### src/rav_pkg.sv
// Shared types and constants for the repulsive avoidance vector block.
// No dependencies.
package rav_pkg;

    // configuration register map
    typedef enum logic [1:0] {
        t_REG_SAFE = 2'd0,
        t_REG_MIN  = 2'd1,
        t_REG_MAX  = 2'd2
    } t_reg_idx;

    localparam int CFG_W     = 16;  // configuration register width
    localparam int FRAC_W    = 16;  // fraction bits of the force term
    localparam int FORCE_W   = 32;  // Q.16 force magnitude
    localparam int OUT_W     = 17;  // signed output component
    localparam int CNT_W     = 8;   // contributor count
    localparam int OUT_DATA_W = 64; // 3*17 + 1 + 8 = 60, padded to bytes

    localparam logic [CFG_W-1:0] SAFE_RST = 16'd2560;
    localparam logic [CFG_W-1:0] MIN_RST  = 16'd26;
    localparam logic [CFG_W-1:0] MAX_RST  = 16'd1280;

endpackage

### src/rav_mul.sv
// Bit-serial shift-and-add unsigned multiplier, one multiplier bit per cycle.
// Stops as soon as the remaining multiplier bits are zero. No dependencies.
module rav_mul #(
    parameter int WA = 32,
    parameter int WB = 32
) (
    input  logic             i_clk,
    input  logic             i_rst_n,
    input  logic             i_go,
    input  logic [WA-1:0]    i_a,
    input  logic [WB-1:0]    i_b,
    output logic             o_busy,
    output logic [WA+WB-1:0] o_prod
);
    logic [WA+WB-1:0] r_acc;
    logic [WA+WB-1:0] r_a;
    logic [WB-1:0]    r_b;
    logic             r_busy;

    // shift multiplicand left, multiplier right, add on set bits
    always_ff @(posedge i_clk) begin
        if (!i_rst_n) begin
            r_busy <= 1'b0;
        end else if (i_go) begin
            r_acc  <= '0;
            r_a    <= (WA+WB)'(i_a);
            r_b    <= i_b;
            r_busy <= 1'b1;
        end else if (r_busy) begin
            if (r_b == '0) begin
                r_busy <= 1'b0;
            end else begin
                if (r_b[0]) begin
                    r_acc <= r_acc + r_a;
                end
                r_a <= r_a << 1;
                r_b <= r_b >> 1;
            end
        end
    end

    assign o_busy = r_busy;
    assign o_prod = r_acc;
endmodule

### src/rav_sqrt.sv
// Restoring integer square root, one root bit per cycle (floor result).
// No dependencies.
module rav_sqrt #(
    parameter int IW = 68
) (
    input  logic              i_clk,
    input  logic              i_rst_n,
    input  logic              i_go,
    input  logic [IW-1:0]     i_rad,
    output logic              o_busy,
    output logic [IW/2-1:0]   o_root
);
    localparam int RW  = IW / 2;
    localparam int CTW = $clog2(RW + 1);

    logic [IW-1:0]  r_rad;
    logic [RW+1:0]  r_rem;
    logic [RW-1:0]  r_root;
    logic [CTW-1:0] r_cnt;
    logic           r_busy;
    logic [RW+1:0]  w_t;
    logic [RW+1:0]  w_trial;

    // bring down two radicand bits, try root*4+1
    assign w_t     = {r_rem[RW-1:0], r_rad[IW-1 -: 2]};
    assign w_trial = {r_root, 2'b01};

    always_ff @(posedge i_clk) begin
        if (!i_rst_n) begin
            r_busy <= 1'b0;
        end else if (i_go) begin
            r_rad  <= i_rad;
            r_rem  <= '0;
            r_root <= '0;
            r_cnt  <= CTW'(RW);
            r_busy <= 1'b1;
        end else if (r_busy) begin
            if (w_t >= w_trial) begin
                r_rem  <= w_t - w_trial;
                r_root <= {r_root[RW-2:0], 1'b1};
            end else begin
                r_rem  <= w_t;
                r_root <= {r_root[RW-2:0], 1'b0};
            end
            r_rad <= r_rad << 2;
            r_cnt <= r_cnt - 1'b1;
            if (r_cnt == CTW'(1)) begin
                r_busy <= 1'b0;
            end
        end
    end

    assign o_busy = r_busy;
    assign o_root = r_root;
endmodule

### src/rav_div.sv
// Restoring unsigned divider, one quotient bit per cycle.
// No dependencies.
module rav_div #(
    parameter int NW = 44,
    parameter int DVW = 34
) (
    input  logic           i_clk,
    input  logic           i_rst_n,
    input  logic           i_go,
    input  logic [NW-1:0]  i_num,
    input  logic [DVW-1:0] i_den,
    output logic           o_busy,
    output logic [NW-1:0]  o_quot
);
    localparam int CTW = $clog2(NW + 1);

    logic [NW-1:0]  r_num;   // dividend shifts out, quotient shifts in
    logic [DVW:0]   r_rem;
    logic [DVW-1:0] r_den;
    logic [CTW-1:0] r_cnt;
    logic           r_busy;
    logic [DVW:0]   w_t;

    assign w_t = {r_rem[DVW-1:0], r_num[NW-1]};

    always_ff @(posedge i_clk) begin
        if (!i_rst_n) begin
            r_busy <= 1'b0;
        end else if (i_go) begin
            r_num  <= i_num;
            r_den  <= i_den;
            r_rem  <= '0;
            r_cnt  <= CTW'(NW);
            r_busy <= 1'b1;
        end else if (r_busy) begin
            if (w_t >= {1'b0, r_den}) begin
                r_rem <= w_t - {1'b0, r_den};
                r_num <= {r_num[NW-2:0], 1'b1};
            end else begin
                r_rem <= w_t;
                r_num <= {r_num[NW-2:0], 1'b0};
            end
            r_cnt <= r_cnt - 1'b1;
            if (r_cnt == CTW'(1)) begin
                r_busy <= 1'b0;
            end
        end
    end

    assign o_busy = r_busy;
    assign o_quot = r_num;
endmodule

### src/repulsive_avoidance_vector.sv
// Repulsive avoidance vector: per-neighbor repulsion sum with magnitude limit.
// Uses rav_pkg, rav_mul, rav_sqrt and rav_div.
//
// Usage: each slave beat carries own and neighbor positions (signed Q.8),
// tuser flags a real neighbor, tlast closes the neighbor set. A valid neighbor
// whose distance lies strictly between min_distance and safe_distance adds
// (safe-dist)/dist * d to three saturating sums. On the tlast beat the sum
// vector is scaled down to the magnitude limit if longer, and one master beat
// is issued; the sums and the contributor count then clear.
// Timing: one beat at a time, tready high only while idle. An invalid beat
// goes to the tlast check; a valid one is squared, rooted and band-checked,
// and in band adds a force division, multiply and accumulate. The tlast beat
// adds a magnitude square and root, plus a multiply and three per-axis
// divisions when limiting. Serial multipliers stop early on short operands;
// root and divider span RW = max(CW, AW) + 1 and NW = max(32, AW + 16) bits.
// A stalled master side keeps one result in the output register; the next
// tlast beat waits to emit and input stalls behind it. Reset loads register
// defaults, clears sums. Configuration must be written while idle (unenforced).
module repulsive_avoidance_vector #(
    parameter int COORD_WIDTH = 24,
    parameter int ACC_WIDTH   = 28
) (
    input  logic i_clk,
    input  logic i_rst_n,
    // fields low to high: own_x, own_y, own_z, nbr_x, nbr_y, nbr_z, zero pad
    input  logic [((6*COORD_WIDTH+7)/8)*8-1:0] s_axis_tdata,
    input  logic s_axis_tuser,   // nbr_valid
    input  logic s_axis_tlast,   // last_item
    input  logic s_axis_tvalid,
    output logic s_axis_tready,
    // fields low to high: vec_x, vec_y, vec_z, was_limited, contributors, pad
    output logic [rav_pkg::OUT_DATA_W-1:0] m_axis_tdata,
    output logic m_axis_tvalid,
    input  logic m_axis_tready,
    input  logic i_cfg_we,
    input  logic [1:0] i_cfg_idx,
    input  logic [rav_pkg::CFG_W-1:0] i_cfg_data
);
    localparam int CW   = COORD_WIDTH;
    localparam int AW   = ACC_WIDTH;
    localparam int DW   = CW + 1;
    localparam int MA0  = (CW > AW) ? CW : AW;
    localparam int MA   = (MA0 > rav_pkg::FORCE_W) ? MA0 : rav_pkg::FORCE_W;
    localparam int PW   = 2 * MA;
    localparam int SQ1  = 2 * CW + 2;
    localparam int SQ2  = 2 * AW + 2;
    localparam int SQW  = (SQ1 > SQ2) ? SQ1 : SQ2;
    localparam int RW   = SQW / 2;
    localparam int NW   = (AW + 16 > 32) ? AW + 16 : 32;
    localparam int DVW  = (RW > 16) ? RW : 16;
    localparam int TW   = rav_pkg::FORCE_W + 1;
    localparam int SW   = ((AW > TW) ? AW : TW) + 1;
    localparam int OW   = rav_pkg::OUT_W;
    localparam logic signed [SW-1:0] SAT_HI = SW'((64'sd1 <<< (AW-1)) - 64'sd1);
    localparam logic signed [SW-1:0] SAT_LO = SW'(-(64'sd1 <<< (AW-1)));

    typedef enum logic [4:0] {
        ST_IDLE, ST_ITEM, ST_SQ, ST_SUM, ST_ROOT, ST_CHK, ST_FDIV, ST_FMUL,
        ST_FACC, ST_LAST, ST_MSQ, ST_MSUM, ST_MROOT, ST_MCHK, ST_VMUL,
        ST_VGO, ST_VDIV, ST_EMIT
    } t_state;

    t_state r_state;

    logic [rav_pkg::CFG_W-1:0] r_safe, r_min, r_max;
    logic signed [DW-1:0] r_d [3];
    logic signed [AW-1:0] r_sum [3];
    logic [rav_pkg::CNT_W-1:0] r_hits;
    logic r_valid, r_last, r_lim;
    logic [RW-1:0] r_dist, r_mag;
    logic [1:0] r_lane;
    logic signed [OW-1:0] r_vout [3];
    logic [rav_pkg::OUT_DATA_W-1:0] r_odata;
    logic r_ovalid;

    logic r_mgo, r_sgo, r_dgo;
    logic [MA-1:0] r_ma [3], r_mb [3];
    logic [SQW-1:0] r_rad;
    logic [NW-1:0] r_dnum;
    logic [DVW-1:0] r_dden;

    logic [2:0] w_mbusy;
    logic [PW-1:0] w_prod [3];
    logic w_sbusy, w_dbusy;
    logic [RW-1:0] w_root;
    logic [NW-1:0] w_quot;

    // unit outputs and helper values
    logic signed [DW-1:0] w_din [3];
    logic [CW-1:0] w_dabs [3];
    logic [AW-1:0] w_sabs [3];
    logic signed [SW-1:0] w_acc [3];
    logic [SQW-1:0] w_sqsum;
    logic w_mdone;
    logic [OW-1:0] w_qmag;

    // three multiplier lanes, one per axis
    for (genvar g = 0; g < 3; g++) begin : g_lane
        rav_mul #(.WA(MA), .WB(MA)) u_mul (
            .i_clk(i_clk), .i_rst_n(i_rst_n), .i_go(r_mgo),
            .i_a(r_ma[g]), .i_b(r_mb[g]),
            .o_busy(w_mbusy[g]), .o_prod(w_prod[g])
        );
    end

    rav_sqrt #(.IW(SQW)) u_sqrt (
        .i_clk(i_clk), .i_rst_n(i_rst_n), .i_go(r_sgo), .i_rad(r_rad),
        .o_busy(w_sbusy), .o_root(w_root)
    );

    rav_div #(.NW(NW), .DVW(DVW)) u_div (
        .i_clk(i_clk), .i_rst_n(i_rst_n), .i_go(r_dgo), .i_num(r_dnum),
        .i_den(r_dden), .o_busy(w_dbusy), .o_quot(w_quot)
    );

    // per-axis differences, magnitudes and saturating sums
    always_comb begin
        for (int i = 0; i < 3; i++) begin
            w_din[i] = DW'($signed(s_axis_tdata[i*CW +: CW]))
                     - DW'($signed(s_axis_tdata[(i+3)*CW +: CW]));
            w_dabs[i] = r_d[i][DW-1] ? CW'(-r_d[i]) : CW'(r_d[i]);
            w_sabs[i] = r_sum[i][AW-1] ? AW'(-r_sum[i]) : AW'(r_sum[i]);
            w_acc[i] = SW'(r_sum[i]) + (r_d[i][DW-1]
                     ? -SW'({1'b0, w_prod[i][rav_pkg::FRAC_W +: rav_pkg::FORCE_W]})
                     :  SW'({1'b0, w_prod[i][rav_pkg::FRAC_W +: rav_pkg::FORCE_W]}));
        end
        w_sqsum = SQW'(w_prod[0]) + SQW'(w_prod[1]) + SQW'(w_prod[2]);
        w_mdone = !r_mgo && (w_mbusy == 3'b000);
        w_qmag  = OW'(w_quot);
    end

    assign s_axis_tready = (r_state == ST_IDLE);
    assign m_axis_tvalid = r_ovalid;
    assign m_axis_tdata  = r_odata;

    // sequencer, configuration and output register
    always_ff @(posedge i_clk) begin
        if (!i_rst_n) begin
            r_state  <= ST_IDLE;
            r_safe   <= rav_pkg::SAFE_RST;
            r_min    <= rav_pkg::MIN_RST;
            r_max    <= rav_pkg::MAX_RST;
            r_hits   <= '0;
            r_ovalid <= 1'b0;
            r_mgo    <= 1'b0;
            r_sgo    <= 1'b0;
            r_dgo    <= 1'b0;
            r_lim    <= 1'b0;
            r_lane   <= '0;
            for (int i = 0; i < 3; i++) begin
                r_sum[i] <= '0;
            end
        end else begin
            // start pulses last one cycle; no state raises one while it is high
            if (r_mgo) r_mgo <= 1'b0;
            if (r_sgo) r_sgo <= 1'b0;
            if (r_dgo) r_dgo <= 1'b0;
            if (r_ovalid && m_axis_tready && r_state != ST_EMIT) begin
                r_ovalid <= 1'b0;
            end
            if (i_cfg_we) begin
                case (i_cfg_idx)
                    rav_pkg::t_REG_SAFE: r_safe <= i_cfg_data;
                    rav_pkg::t_REG_MIN:  r_min  <= i_cfg_data;
                    rav_pkg::t_REG_MAX:  r_max  <= i_cfg_data;
                    default: ;
                endcase
            end
            case (r_state)
                ST_IDLE: begin
                    if (s_axis_tvalid) begin
                        for (int i = 0; i < 3; i++) begin
                            r_d[i] <= w_din[i];
                        end
                        r_valid <= s_axis_tuser;
                        r_last  <= s_axis_tlast;
                        r_state <= ST_ITEM;
                    end
                end
                ST_ITEM: begin
                    if (r_valid) begin
                        for (int i = 0; i < 3; i++) begin
                            r_ma[i] <= MA'(w_dabs[i]);
                            r_mb[i] <= MA'(w_dabs[i]);
                        end
                        r_mgo   <= 1'b1;
                        r_state <= ST_SQ;
                    end else begin
                        r_state <= ST_LAST;
                    end
                end
                ST_SQ: begin
                    if (w_mdone) r_state <= ST_SUM;
                end
                ST_SUM: begin
                    r_rad   <= w_sqsum;
                    r_sgo   <= 1'b1;
                    r_state <= ST_ROOT;
                end
                ST_ROOT: begin
                    if (!r_sgo && !w_sbusy) begin
                        r_dist  <= w_root;
                        r_state <= ST_CHK;
                    end
                end
                ST_CHK: begin
                    // inside the band: start force division
                    if (r_dist > RW'(r_min) && r_dist < RW'(r_safe)) begin
                        r_dnum  <= NW'({16'(r_safe - r_dist[15:0]),
                                        {rav_pkg::FRAC_W{1'b0}}});
                        r_dden  <= DVW'(r_dist);
                        r_dgo   <= 1'b1;
                        r_state <= ST_FDIV;
                    end else begin
                        r_state <= ST_LAST;
                    end
                end
                ST_FDIV: begin
                    if (!r_dgo && !w_dbusy) begin
                        for (int i = 0; i < 3; i++) begin
                            r_ma[i] <= MA'(w_quot[rav_pkg::FORCE_W-1:0]);
                            r_mb[i] <= MA'(w_dabs[i]);
                        end
                        r_mgo   <= 1'b1;
                        r_state <= ST_FMUL;
                    end
                end
                ST_FMUL: begin
                    if (w_mdone) r_state <= ST_FACC;
                end
                ST_FACC: begin
                    for (int i = 0; i < 3; i++) begin
                        if (w_acc[i] > SAT_HI)      r_sum[i] <= AW'(SAT_HI);
                        else if (w_acc[i] < SAT_LO) r_sum[i] <= AW'(SAT_LO);
                        else                        r_sum[i] <= AW'(w_acc[i]);
                    end
                    if (r_hits != '1) r_hits <= r_hits + 1'b1;
                    r_state <= ST_LAST;
                end
                ST_LAST: begin
                    if (r_last) begin
                        for (int i = 0; i < 3; i++) begin
                            r_ma[i] <= MA'(w_sabs[i]);
                            r_mb[i] <= MA'(w_sabs[i]);
                        end
                        r_mgo   <= 1'b1;
                        r_state <= ST_MSQ;
                    end else begin
                        r_state <= ST_IDLE;
                    end
                end
                ST_MSQ: begin
                    if (w_mdone) r_state <= ST_MSUM;
                end
                ST_MSUM: begin
                    r_rad   <= w_sqsum;
                    r_sgo   <= 1'b1;
                    r_state <= ST_MROOT;
                end
                ST_MROOT: begin
                    if (!r_sgo && !w_sbusy) begin
                        r_mag   <= w_root;
                        r_state <= ST_MCHK;
                    end
                end
                ST_MCHK: begin
                    // longer than the limit: scale each axis by max/mag
                    if (r_mag > RW'(r_max)) begin
                        for (int i = 0; i < 3; i++) begin
                            r_ma[i] <= MA'(w_sabs[i]);
                            r_mb[i] <= MA'(r_max);
                        end
                        r_mgo   <= 1'b1;
                        r_lim   <= 1'b1;
                        r_state <= ST_VMUL;
                    end else begin
                        for (int i = 0; i < 3; i++) begin
                            r_vout[i] <= OW'(r_sum[i]);
                        end
                        r_lim   <= 1'b0;
                        r_state <= ST_EMIT;
                    end
                end
                ST_VMUL: begin
                    if (w_mdone) begin
                        r_lane  <= '0;
                        r_state <= ST_VGO;
                    end
                end
                ST_VGO: begin
                    r_dnum  <= NW'(w_prod[r_lane]);
                    r_dden  <= DVW'(r_mag);
                    r_dgo   <= 1'b1;
                    r_state <= ST_VDIV;
                end
                ST_VDIV: begin
                    if (!r_dgo && !w_dbusy) begin
                        r_vout[r_lane] <= r_sum[r_lane][AW-1] ? -w_qmag : w_qmag;
                        r_lane <= r_lane + 1'b1;
                        r_state <= (r_lane == 2'd2) ? ST_EMIT : ST_VGO;
                    end
                end
                ST_EMIT: begin
                    if (!r_ovalid || m_axis_tready) begin
                        r_odata <= rav_pkg::OUT_DATA_W'({r_hits, r_lim,
                                   r_vout[2], r_vout[1], r_vout[0]});
                        r_ovalid <= 1'b1;
                        r_hits   <= '0;
                        for (int i = 0; i < 3; i++) begin
                            r_sum[i] <= '0;
                        end
                        r_state <= ST_IDLE;
                    end
                end
                default: r_state <= ST_IDLE;
            endcase
        end
    end
endmodule
### config.mk
export PLATFORM = sky130hd
export DESIGN_NAME = repulsive_avoidance_vector
export DESIGN_NICKNAME = d
export VERILOG_FILES = /design/src/rav_pkg.sv /design/src/rav_mul.sv /design/src/rav_sqrt.sv /design/src/rav_div.sv /design/src/repulsive_avoidance_vector.sv
export SDC_FILE = /design/constraint.sdc
export NUM_CORES = 2
export LEC_CHECK = 0
export BUFFER_PORTS_ARGS = -buffer_cell sky130_fd_sc_hd__buf_2
export CORE_MARGIN = 2
export CORE_UTILIZATION = 40
export DETAILED_ROUTE_END_ITERATION = 6
export PLACE_DENSITY = 0.59
export SLEW_MARGIN = 20
export SYNTH_ARGS = -nofsm -noshare
export SYNTH_HDL_FRONTEND = slang
export SYNTH_SLANG_ARGS = --single-unit
### constraint.sdc
create_clock -name i_clk -period 27.4 [get_ports i_clk]
set_input_delay 1.37 -clock i_clk [delete_from_list [all_inputs] [get_ports i_clk]]
set_output_delay 1.37 -clock i_clk [all_outputs]
set_load 0.02 [all_outputs]
* Word-level counts from Yosys, hierarchy flattened
Memories as Yosys holds them, arrays and structs flattened. A register that Yosys moved wholly into a read port is not among the register bits. Cells that the tools add are included.
Word-level totals: input port bits 169, bits in writable memories 390, output and inout port bits 66, register bits 1033, memories 5
Memories:
- r_ma | depth 3, width 32, read ports 3, clocked after Yosys merged registers in 0, wr ports 3, line repulsive_avoidance_vector.sv:77 | logic [MA-1:0] r_ma [3], r_mb [3];
- r_mb | depth 3, width 28, read ports 3, clocked after Yosys merged registers in 0, wr ports 3, line repulsive_avoidance_vector.sv:77
- r_sum | depth 3, width 28, read ports 4, clocked after Yosys merged registers in 1, wr ports 3, line repulsive_avoidance_vector.sv:67 | logic signed [AW-1:0] r_sum [3];
- r_d | depth 3, width 25, read ports 3, clocked after Yosys merged registers in 0, wr ports 3, line repulsive_avoidance_vector.sv:66 | logic signed [DW-1:0] r_d [3];
- r_vout | depth 3, width 17, read ports 3, clocked after Yosys merged registers in 3, wr ports 3, line repulsive_avoidance_vector.sv:72 | logic signed [OW-1:0] r_vout [3];
Operators by class: reductions and logical operators 53, equal/unequal tests 39, mux-type cells 210, order comparisons 12, bitwise operators 31, add/sub/neg operators 28
Operator list (count):
- 2-to-1 mux 64 bit | 15
- 2-to-1 mux 28 bit | 24
- 2-to-1 mux 32 bit | 21
- 2-to-1 mux 44 bit | 5
- adder 64 bit | 3
- 2-to-1 mux 29 bit | 6
- binary-select mux 64 bit (select 2 bit) | 1
- adder 58 bit | 2
- 2-to-1 mux 58 bit | 2
- adder 34 bit | 3
- greater-than comparator 34 x 28 -> 1 bit (second input constant) | 3
- less-than comparator 34 x 28 -> 1 bit (second input constant) | 3
- 2-to-1 mux 34 bit | 3
- negator 32 -> 34 bit | 3
- 2-to-1 mux 1 bit | 97
- zero test 32 bit | 3
- case mux 5 bit (18 select lines) | 1
- case mux 44 bit (2 select lines) | 1
- negator 28 bit | 3
- subtractor 24 x 24 -> 25 bit | 3
- 2-to-1 mux 24 bit | 3
- negator 24 bit | 3
- 2-to-1 mux 5 bit | 13
- greater-than comparator 29 x 16 -> 1 bit | 2
- other kinds (47) | 150

* Longest topological paths before layout
word-level depth 12, depth in mapped cells 26, depth with buffers taken out 25

* By module
A second synthesis with hierarchy kept.
Second synthesis, totals: cell total of the unflattened synthesis 8644, area, all modules 89443.3 µm²
Modules (own cells, without submodules):
- repulsive_avoidance_vector | sequential area each 19849.0 µm², times used 1, cells an instance 4798, area an instance 46632.2 µm²
- rav_mul at g_lane[1].u_mul ... | sequential area each 4824.6 µm², times used 2, cells an instance 924, area an instance 9998.3 µm²
- rav_mul at g_lane[0].u_mul | sequential area each 4824.6 µm², times used 1, cells an instance 898, area an instance 9841.9 µm²
- rav_sqrt | sequential area each 3653.5 µm², times used 1, cells an instance 593, area an instance 6862.8 µm²
- rav_div | sequential area each 3263.1 µm², times used 1, cells an instance 507, area an instance 6109.6 µm²

* Worst setup path before layout
Ideal clock, no wire load.
kind input -> register, from input port i_rst_n, to memory r_ma[0][0] in the netlist's numbering (enable), arrival 13740 ps, cell stages on the path 3, library setup time 942 ps, slack 12719 ps, cells stage by stage clkbuf_1 -> nand2_1 -> o21ai_0
RTL lines:
- from (decl) | line repulsive_avoidance_vector.sv:24 | input logic i_rst_n,
- to (decl) | line repulsive_avoidance_vector.sv:77

==> results_dict.tcl <==
set metrics [dict create \
    status "complete, but fails checks" \
    violations "DRC" \
    tightest_slew_ns 1.26 \
    synth_fa_ha_area_share_pct 9.70 \
    post-cts-setup-buffer-count 0 \
    grt_usage_pct 24.1 \
    synth_edf_count 1238 \
    holdPathStages 0 \
    portBuffers 230 \
    setup.worst_path.start_class "register" \
    maxCapViolCount 0 \
    final_area_um2 93300 \
    crit_path_frequent_cell "or2_1" \
    vias 63100 \
    peakVddDrop_v 0.0000731 \
    finalClockSkew_ns 0.0566 \
    slew_viol_final 0 \
    cts-root-buf "clkbuf_16" \
    gp_congestion 0.964 \
    grt_overflow 0 \
    routedWlPerCell_um 23.8 \
    syn_avg_cell_area_um2 10.6 \
    cp.arrival_ns 7.10 \
    timing.rr.end "r_sum[0][5]" \
    clkTransAtPathRegs_ns 0.06 \
    num_rows 168 \
    start_util_pct 40.1 \
    hold_viol 0 \
    drcViolationCount 1 \
    max_freq_ghz 0.157 \
    die_h_um 462 \
    worst_hold_path.endpoint "u_div.r_den[3]" \
    cp-end-kind "register" \
    dominantRegCellSynth "edfxtp_1" \
    critPathKind "reg -> reg" \
    postCtsHoldBufs 0 \
    async_reset_ff_share_pct 0 \
    final.setup.worst_slack_ns 21.03 \
    setup_violations 0 \
    rsz0062_at_grt "false" \
    drive_gt1_share_pct 11.0 \
    fillers 19700 \
    yosysUniqueCellTypes 99 \
    final.period_utilization_pct 23.3 \
    cts_max_path_buffers 3 \
    grt-busiest-layer "met2" \
    critPathRequiredTime_ns 28.13 \
    yosysTopAreaCellShare_pct 44.4 \
    placed_area_um2 88100 \
    clk_latency_ns 0.83 \
    tns_ns 0 \
    syn2layout_area_growth_pct 11.3 \
    worstSetupStartpoint "g_lane[0].u_mul.o_prod[19]" \
    die-area_um2 213000 \
    cp_max_fo 25 \
    clock-sinks 1369 \
    path_cells "or3_1, or2_1, nor3_2, nand2_1, or2_1, or3_1, or2_1, o41ai_1, xnor2_1, ha_1, and3_1, nand2_1, o31ai_1, a21oi_1, o41ai_1, a21oi_1, xor2_1, and4_1, nor3_4, a221o_1" \
    dp.cells 10700 \
    final_common_cell "edfxtp_1" \
    ios 235 \
    cts_buffers 155 \
    grtUsageMet1_pct 32.2 \
    synth_compound_area_share_pct 15.8 \
    cts-htree-levels 4 \
    grt_use_met3_pct 4.48 \
    final_cell_mix "1238 x edfxtp_1, 701 x nor2_1, 593 x nand2_1, 539 x ha_1, 536 x a21oi_1" \
    r2r-start "g_lane[0].u_mul.o_prod[19]" \
    grt_max_degree 163 \
    seq_area_frac_synth_pct 47.5 \
    grt_pass1_wl_um 387000 \
    synth_xor_area_share_pct 6.81 \
    dr.pass1.iters 7 \
    ys_ff_latch 1369 \
    grt_pass1_vias 59900 \
    synth_area_um2 83800 \
    crit_slowest_cell "nor3_4" \
    post_cts_resized 0 \
    maxSlewHeadroom_pct 16.2 \
    synth_top_area_cell "edfxtp_1" \
    die-width_um 462 \
    via_per_inst 5.72 \
    pre_cts_ws_ns 21.12 \
    finalCriticalPeriod_ns 6.37 \
    reg2regPathDepth 20 \
    core_area_um2 209000 \
    leakagePower_nw 35.6 \
    r2r_slack_ns 21.03 \
    worstHoldStart "r_dden[3]" \
    final_nets 8864 \
    synth_top_family_by_area "compound AO/OA/AOI/OAI gates" \
    ys_warn_count 0 \
    synth_simple_gate_area_share_pct 12.4 \
    tritoncts "built" \
    grt_use_met2_pct 38.7 \
    drtIter0Drc 6053 \
    dp_hpwl_um 201000 \
    critPathMaxStageDelay_ns 0.71 \
    hold_path_class "reg -> reg" \
    synthCells 7914 \
    synth_area_leaders "edfxtp_1 44%, ha_1 8.0%, xnor2_1 4.2%, mux2_2 3.6%, a21oi_1 3.2%" \
    fin_cells 11000 \
    synth_mux_area_share_pct 4.68 \
    pwr_density_cell_nw_per_um2 81.4 \
    antenna_found_initial 10 \
    drt-total-wl_um 262000 \
    ant_nets 0 \
]
==> worst max path at each step <==
stage | end | depth (start not counted)
6_report | r_sum[0][5] | 20
5_1_grt | r_sum[0][4] | 21
4_1_cts | r_sum[0][5] | 20
3_5_place_dp | r_sum[0][5] | 20
3_3_place_gp | r_sum[1][18] | 21
2_1_floorplan | r_ma[0][0] | 3
==> report_power, final <==
part | internal, mW | leakage (nW) | switching, mW
logic | 0.963 | 20.8 | 1.56
clock network | 1.21 | 2.51 | 0.919
registers | 2.64 | 12.3 | 0.300
==> flip-flops by register name, summed over array words and instances, names as in the netlist, 60 cells and up, named ones only <==
name,cells
g_lane.u_mul.o_prod,174
r_sum,84
m_axis_tdata,60
r_d,75
g_lane.u_mul.r_b,84
g_lane.u_mul.r_a,174
r_ma,88
r_mb,84
==> stage by stage <==
| stage | hold slack (ns) | utilization [%] | power, mW |
|---|---|---|---|
| after floorplan | 0.400 | - | 4.63 |
| after global placement | 0.402 | 42.2 | 5.42 |
| after detailed placement | 0.405 | 42.2 | 5.45 |
| after CTS | 0.390 | 44.6 | 7.59 |
| after global routing | 0.410 | 44.7 | 7.96 |
| final | 0.397 | 44.7 | 7.59 |
==> area by class of cell <==
cell class	instances	area [um^2]	area share [%]
sequential	1369	39800	42.7
inverter	398	1490	1.60
clock inverter	92	1090	1.17
clock buffer	192	4090	4.38
tap	2805	3510	3.76
antenna	8	20.0	0.0215
multi-input combinational	5855	41500	44.5
timing repair buffer	308	1750	1.87
==> routing by layer <==
metal / share of wire, % / wire length [um]
met4: 4.2 / 11100
met3: 7.2 / 18900
met5: 0.020 / 53
met2: 46 / 119000
met1: 43 / 113000
==> synth_stat cells, drive strengths merged, types with 78 or more instances <==
master,instances
a21o,301
dfxtp,131
nand3,103
mux2i,88
xnor2,407
nand2b,92
edfxtp,1238
a211oi,97
nand2,593
clkbuf,269
o21ai,492
nor2b,153
o21a,84
mux2,270
ha,539
o31ai,78
inv,397
xor2,242
nor3,105
a21oi,537
nor2,716
==> kinds of logic after synthesis <==
family | Yosys count
buffers and inverters | 693
muxes | 358
AOI/OAI and AO/OA | 2055
and+or+nand+nor | 2181
xor gates and xnor gates | 649
DFF | 1369
adders and majority gates | 608
other | 1
==> critical path, delay by kind of cell, from the launching register on <==
family	cells	cell delay [ns]
xor gates and xnor gates	2	0.28
DFF	1	0.53
and+or+nand+nor	11	3.23
AOI/OAI and AO/OA	6	1.84
adders and majority gates	1	0.39
(Power assumes the default switching activity.)
